## src/hdl/heu_pkg.sv

```systemverilog
package heu_pkg;

   localparam int NameMax = 4;
   localparam int ResMax  = 6;

   typedef logic [7:0] char_type;
   typedef logic [2:0] count_type;

   localparam char_type CHAR_AMP   = 8'h26;  // '&'
   localparam char_type CHAR_SEMI  = 8'h3B;  // ';'
   localparam char_type CHAR_QUOT  = 8'h22;  // '"'
   localparam char_type CHAR_LT    = 8'h3C;  // '<'
   localparam char_type CHAR_GT    = 8'h3E;  // '>'
   localparam char_type CHAR_APOS  = 8'h27;  // '\''

   localparam count_type NAME_MAX_CNT = 3'd4;

   // entity names, first character in the lowest byte
   localparam logic [23:0] NAME_AMP  = {8'h70, 8'h6D, 8'h61};         // "amp"
   localparam logic [31:0] NAME_QUOT = {8'h74, 8'h6F, 8'h75, 8'h71};  // "quot"
   localparam logic [15:0] NAME_LT   = {8'h74, 8'h6C};                // "lt"
   localparam logic [15:0] NAME_GT   = {8'h74, 8'h67};                // "gt"
   localparam logic [31:0] NAME_APOS = {8'h73, 8'h6F, 8'h70, 8'h61};  // "apos"

   typedef struct packed {
      logic [ResMax-1:0][7:0] chars;
      count_type              count;
      logic                   str_last;
   } result_type;

endpackage

```

## src/hdl/html_entity_unescape_unit.sv

```systemverilog
// a request is held in the request register, then loaded into the result shift
//    register; one request per cycle while each request gives at most one byte
//    and rsp_tready is high; a request that gives more bytes holds back the next
//    one (one byte leaves the shift register per cycle while rsp_tready is high)
// reset: synchronous, active high; clears the entity state and both valid stages
module html_entity_unescape_unit (
   input  logic        clock,
   input  logic        reset,
   input  logic        req_tvalid,
   output logic        req_tready,
   input  logic [7:0]  req_tdata,   // [7:0] in_byte
   input  logic        req_tlast,   // in_last
   output logic        rsp_tvalid,
   input  logic        rsp_tready,
   output logic [7:0]  rsp_tdata,   // [7:0] out_byte
   output logic [0:0]  rsp_tuser,   // [0] run_last
   output logic        rsp_tlast    // string_last
);

   // request register
   logic                req_valid_ff;
   heu_pkg::char_type   req_char_ff;
   logic                req_last_ff;

   heu_pkg::result_type result;
   logic                emit_free;
   logic                step;
   logic                load;

   // a request with no result byte retires without waiting for the emitter
   assign step       = req_valid_ff && (result.count == '0 || emit_free);
   assign load       = step && (result.count != '0);
   assign req_tready = !req_valid_ff || step;

   always_ff @(posedge clock) begin
      if (reset) begin
         req_valid_ff <= 1'b0;
      end else if (req_tready) begin
         req_valid_ff <= req_tvalid;
      end
   end

   always_ff @(posedge clock) begin
      if (req_tready && req_tvalid) begin
         req_char_ff <= req_tdata;
         req_last_ff <= req_tlast;
      end
   end

   // entity tracking and result list
   heu_scan u_scan (
      .clock   (clock),
      .reset   (reset),
      .step    (step),
      .in_char (req_char_ff),
      .in_last (req_last_ff),
      .result  (result)
   );

   // result shift register, one byte per handshake
   heu_emit u_emit (
      .clock        (clock),
      .reset        (reset),
      .load         (load),
      .result       (result),
      .free         (emit_free),
      .out_valid    (rsp_tvalid),
      .out_ready    (rsp_tready),
      .out_char     (rsp_tdata),
      .out_run_last (rsp_tuser[0]),
      .out_str_last (rsp_tlast)
   );

endmodule

```

## src/hdl/heu_scan.sv

```systemverilog
module heu_scan (
   input  logic                  clock,
   input  logic                  reset,
   input  logic                  step,
   input  heu_pkg::char_type     in_char,
   input  logic                  in_last,
   output heu_pkg::result_type   result
);

   logic                           in_entity_ff, in_entity_in;
   heu_pkg::count_type             name_count_ff, name_count_in;
   logic [heu_pkg::NameMax-1:0][7:0] name_ff;
   logic                           name_we;

   logic [heu_pkg::NameMax-1:0][7:0] names_w;
   heu_pkg::count_type             flush_cnt;
   logic                           flush_on, has_tail, single_on;
   heu_pkg::char_type              tail_char, single_char, repl_char;
   logic                           is_amp, is_semi, known;

   assign is_amp  = (in_char == heu_pkg::CHAR_AMP);
   assign is_semi = (in_char == heu_pkg::CHAR_SEMI);

   // name lookup against the held bytes
   always_comb begin
      repl_char = heu_pkg::CHAR_AMP;
      known     = 1'b1;
      if (name_count_ff == 3'd3 && name_ff[2:0] == heu_pkg::NAME_AMP) begin
         repl_char = heu_pkg::CHAR_AMP;
      end else if (name_count_ff == 3'd4 && name_ff == heu_pkg::NAME_QUOT) begin
         repl_char = heu_pkg::CHAR_QUOT;
      end else if (name_count_ff == 3'd2 && name_ff[1:0] == heu_pkg::NAME_LT) begin
         repl_char = heu_pkg::CHAR_LT;
      end else if (name_count_ff == 3'd2 && name_ff[1:0] == heu_pkg::NAME_GT) begin
         repl_char = heu_pkg::CHAR_GT;
      end else if (name_count_ff == 3'd4 && name_ff == heu_pkg::NAME_APOS) begin
         repl_char = heu_pkg::CHAR_APOS;
      end else begin
         known = 1'b0;
      end
   end

   always_comb begin
      names_w       = name_ff;
      name_we       = 1'b0;
      flush_on      = 1'b0;
      flush_cnt     = name_count_ff;
      has_tail      = 1'b0;
      tail_char     = in_char;
      single_on     = 1'b0;
      single_char   = in_char;
      in_entity_in  = in_entity_ff;
      name_count_in = name_count_ff;

      if (!in_entity_ff) begin
         if (is_amp) begin
            in_entity_in  = 1'b1;
            name_count_in = '0;
            flush_cnt     = '0;
            flush_on      = in_last;
         end else begin
            single_on = 1'b1;
         end
      end else if (is_amp) begin
         // nested ampersand flushes and restarts the candidate
         flush_on      = 1'b1;
         has_tail      = in_last;
         tail_char     = heu_pkg::CHAR_AMP;
         name_count_in = '0;
      end else if (is_semi) begin
         if (known) begin
            single_on   = 1'b1;
            single_char = repl_char;
         end else begin
            flush_on = 1'b1;
            has_tail = 1'b1;
         end
         in_entity_in  = 1'b0;
         name_count_in = '0;
      end else if (name_count_ff < heu_pkg::NAME_MAX_CNT) begin
         names_w[name_count_ff[1:0]] = in_char;
         name_we       = 1'b1;
         name_count_in = name_count_ff + 3'd1;
         flush_cnt     = name_count_ff + 3'd1;
         flush_on      = in_last;
      end else begin
         // name too long
         flush_on      = 1'b1;
         has_tail      = 1'b1;
         in_entity_in  = 1'b0;
         name_count_in = '0;
      end

      if (in_last) begin
         in_entity_in  = 1'b0;
         name_count_in = '0;
      end
   end

   // result list: a single byte, or '&', held names, optional tail
   always_comb begin
      result          = '0;
      result.str_last = in_last;
      result.chars[0] = heu_pkg::CHAR_AMP;
      for (int i = 1; i < heu_pkg::ResMax - 1; i++) begin
         result.chars[i] = (3'(i - 1) < flush_cnt) ? names_w[i-1] : tail_char;
      end
      result.chars[heu_pkg::ResMax-1] = tail_char;
      if (single_on) begin
         result.chars[0] = single_char;
         result.count    = 3'd1;
      end else if (flush_on) begin
         result.count = 3'd1 + flush_cnt + {2'b00, has_tail};
      end else begin
         result.count = '0;
      end
   end

   always_ff @(posedge clock) begin
      if (reset) begin
         in_entity_ff  <= 1'b0;
         name_count_ff <= '0;
      end else if (step) begin
         in_entity_ff  <= in_entity_in;
         name_count_ff <= name_count_in;
      end
   end

   always_ff @(posedge clock) begin
      if (step && name_we) begin
         name_ff <= names_w;
      end
   end

endmodule

```

## src/hdl/heu_emit.sv

```systemverilog
module heu_emit (
   input  logic                clock,
   input  logic                reset,
   input  logic                load,
   input  heu_pkg::result_type result,
   output logic                free,
   output logic                out_valid,
   input  logic                out_ready,
   output heu_pkg::char_type   out_char,
   output logic                out_run_last,
   output logic                out_str_last
);

   logic [heu_pkg::ResMax-1:0][7:0] chars_ff;
   heu_pkg::count_type              count_ff;
   logic                            str_last_ff;
   logic                            take;

   assign out_valid    = (count_ff != '0);
   assign take         = out_valid && out_ready;
   assign free         = (count_ff == '0) || (count_ff == 3'd1 && out_ready);
   assign out_char     = chars_ff[0];
   assign out_run_last = (count_ff == 3'd1);
   assign out_str_last = (count_ff == 3'd1) && str_last_ff;

   always_ff @(posedge clock) begin
      if (reset) begin
         count_ff <= '0;
      end else if (load) begin
         count_ff <= result.count;
      end else if (take) begin
         count_ff <= count_ff - 3'd1;
      end
   end

   // shift register: head byte is always the one on the bus
   always_ff @(posedge clock) begin
      if (load) begin
         chars_ff    <= result.chars;
         str_last_ff <= result.str_last;
      end else if (take) begin
         for (int i = 0; i < heu_pkg::ResMax - 1; i++) begin
            chars_ff[i] <= chars_ff[i+1];
         end
      end
   end

endmodule
```

## config.mk

```make
export PLATFORM = sky130hd
export DESIGN_NAME = html_entity_unescape_unit
export DESIGN_NICKNAME = d
export VERILOG_FILES = /design/src/hdl/heu_pkg.sv /design/src/hdl/html_entity_unescape_unit.sv /design/src/hdl/heu_scan.sv /design/src/hdl/heu_emit.sv
export SDC_FILE = /design/constraint.sdc
export NUM_CORES = 1
export LEC_CHECK = 0
export BUFFER_PORTS_ARGS = -buffer_cell sky130_fd_sc_hd__buf_2
export CORE_AREA = 2 2 96 98
export CTS_CLUSTER_DIAMETER = 200
export DETAILED_ROUTE_END_ITERATION = 7
export DIE_AREA = 0 0 98 100
export PLACE_DENSITY = 0.86
export SYNTH_ARGS = -nofsm -noshare
export SYNTH_HDL_FRONTEND = slang
export SYNTH_SLANG_ARGS = --single-unit
```

## constraint.sdc

```tcl
create_clock -name clock -period 6.61 [get_ports clock]
set_input_delay 0.3305 -clock clock [delete_from_list [all_inputs] [get_ports clock]]
set_output_delay 0.3305 -clock clock [all_outputs]
set_load 0.01 [all_outputs]
```

==> results.ini <==
[status]
status=finished clean

[route]
route.vias.total=3419
wire_per_inst_um=20.41
wl_um=11350
ant_nets=0
routed_via_density=6.149
drtIter0Drc=474
first_pass_iters=5
drc=0

[synthesis]
yosysWarnings=0
synthCells=443
syn-cell-area_mm2=0.005181
ys_async_sr_fraction_pct=0
ys_types=57
synth_enable_flop_cells=90
syn_nets=467
ys_ff_latch=98
syn_area_per_cell_um2=11.70
yosys_most_used_dff=edfxtp_1
ys_seq_area_share_pct=55.25

[floorplan]
io_pins=25
num_rows=35
die_x_um=98
initial_utilization_pct=58.28
die_h_um=100
dieArea_mm2=0.009800
coreArea_mm2=0.008890

[run]
cap_violations=0

[grt]
grt_pass1_wl_um=17730
first_global_vias=3237
antenna_found_initial=0
grtUsageTotal_pct=23.73
grt_max_degree=56
overflow=0

[cts]
h-tree-depth=3
cts_setup_buffers=0
clk_latency_ns=0.38
cts_made_buffers=9
clkTransAtPathRegs_ns=0.11
root_buffer=clkbuf_8
cts_tree=yes
cts_resized=0
clockBufferDepth=2
clock_sinks=98
cts_hold_buf=0

[timing]
setup_violations=0
tns_ns=0
hold_viol=0
fin_skew_ns=0.01728
period_share_pct=70.20
max_freq_ghz=0.2155
grt_setup_unrepaired=no
worst_pin_slew_ns=1.012
period_minus_slack_ns=4.641
drv_slew=0
max_slew_margin_pct=32.52

[setup_path]
endpoint_kind=register
path_common_cell=ha_1
cp_slowest_cell=nand2_2
critical_path_class=register to register
slowest_delay_ns=0.69
critPathMaxFanout=40
startpoint_type=register
required_ns=6.55
path_cells=inv_1 -> ha_1 -> nor4bb_1 -> nand4_1 -> o32ai_2 -> o21ai_0 -> a22o_1 -> nand2_1 -> ha_1 -> inv_1 -> ha_1 -> xnor2_1 -> o211a_1 -> o21ai_4 -> nand2_2
crit_arrival_ns=4.58

[power_and_ir_drop]
power.leakage_nw=2.072
vdd.ir_drop.worst_mv=0.1291
total_power_mw=1.834
powerDensity_mw_per_mm2=334.7

[final_layout]
nets=464
area_growth_pct=5.747
layout-drive-gt1-share_pct=20.45
num_antenna_cells=0

[place]
globalplace.congestion=0.9220
hpwlAfterDp_um=8097
portBuffers=24

[hold_path]
min_path_type=input pin to register

cell type report:
type	instances	area, µm²
inverters	12	45.04
clock inverters	7	93.84
multi-input cells	292	2072
clock buffers	9	123.9
fillers	692	3411
flip-flops and latches	98	2863
well taps	111	138.9
repair buffers	27	142.6
kinds of logic after synthesis:
| family | share of synthesized area (%) |
|---|---|
| AOI/OAI and AO/OA | 10.55 |
| DFF | 55.25 |
| and+or+nand+nor | 12.94 |
| xor gates and xnor gates | 0.5072 |
| muxes | 13.04 |
| adders and majority gates | 2.656 |
| buffers and inverters | 5.047 |
worst max-delay path, delay by kind of cell (launching register included):
family	cells	cell delay, ns
compound gates	5	1.74
buf+inv	2	0.22
fa+ha+maj	3	0.53
xor+xnor	1	0.14
simple gates	4	1.19
flops	1	0.35
state kept, by name (all words and copies together) (netlist names):
register and count:
u_scan.in_entity_ff 1, u_scan.name_count_ff 3, u_emit.chars_ff 40, req_last_ff 1, u_emit.count_ff 3, req_char_ff 8, u_emit.str_last_ff 1, req_valid_ff 1
u_scan.name_ff 32, u_emit.out_char 8
cell usage after synthesis, types with 4 or more instances:
cell      instances  area [µm²]
clkbuf_1         24       90.09
inv_1            12       45.04
mux2i_1          30       300.3
dfxtp_1           8       160.2
ha_1             11       137.6
nor2_1           21       78.83
and2_1            5       31.28
buf_4            14       105.1
a21oi_1          15       75.07
nand2_1          61       229.0
o21ai_0          20       100.1
nand4_1           6       37.54
mux2_2           32       360.4
o21ai_1          25       125.1
edfxtp_1         90        2703
o31ai_1           4       30.03
cell usage in the layout (no fill, tap or decap), drive strengths merged, types with 9 or more instances in the layout:
cell type  netlist  final
mux2i           30     30
clkbuf          25      9
mux2            33     33
edfxtp          90     90
ha              11     11
inv             12     15
nand2           61     61
o21ai           47     47
buf             16     27
a21oi           15     15
nor2            22     22
layer usage:
metal	vias to the layer above	track usage, %	wire length (µm)
met1	1653	34.16	4946
met5	-	0	0
met2	144	37.46	5402
met3	16	3.412	786
li1	1606	-	-
met4	0	8.120	212
report_power, final:
part | internal, mW | leakage, nW | switching, mW | total [mW]
combinational | 0.142 | 1.11 | 0.290 | 0.432
clock | 0.185 | 0.107 | 0.237 | 0.422
sequential | 0.912 | 0.853 | 0.0674 | 0.979
total | 1.24 | 2.07 | 0.594 | 1.83
path summary, 6_finish.rpt:
| check | from | endpoint | slack (ns) | cells after the start |
|---|---|---|---|---|
| min reg2reg | u_emit.chars_ff[37]$_DFFE_PP_ | u_emit.chars_ff[29]$_DFFE_PP_ | 0.54 | 2 |
| max reg2reg | u_scan.name_count_ff[0]$_SDFFE_PP0P_ | u_emit.chars_ff[23]$_DFFE_PP_ | 1.97 | 15 |
| min | req_tdata[3] | req_char_ff[3]$_DFFE_PP_ | 0.12 | 1 |
| max | u_scan.name_count_ff[0]$_SDFFE_PP0P_ | u_emit.chars_ff[23]$_DFFE_PP_ | 1.97 | 15 |
per-stage QoR:
stage | util (%) | hold WS [ns] | setup WS (ns) | cells | instance area, µm²
2_1_floorplan | - | 0.4244 | 1.068 | 443 | 5181
3_3_place_gp | 59.18 | 0.5044 | 2.195 | 540 | 5261
3_5_place_dp | 59.18 | 0.5086 | 2.031 | 540 | 5261
4_1_cts | 61.63 | 0.1110 | 1.988 | 556 | 5479
5_1_grt | 61.63 | 0.1166 | 1.545 | 556 | 5479
6_report | 61.63 | 0.1243 | 1.970 | 556 | 5479
No activity file was read; power rests on OpenSTA's default activity.
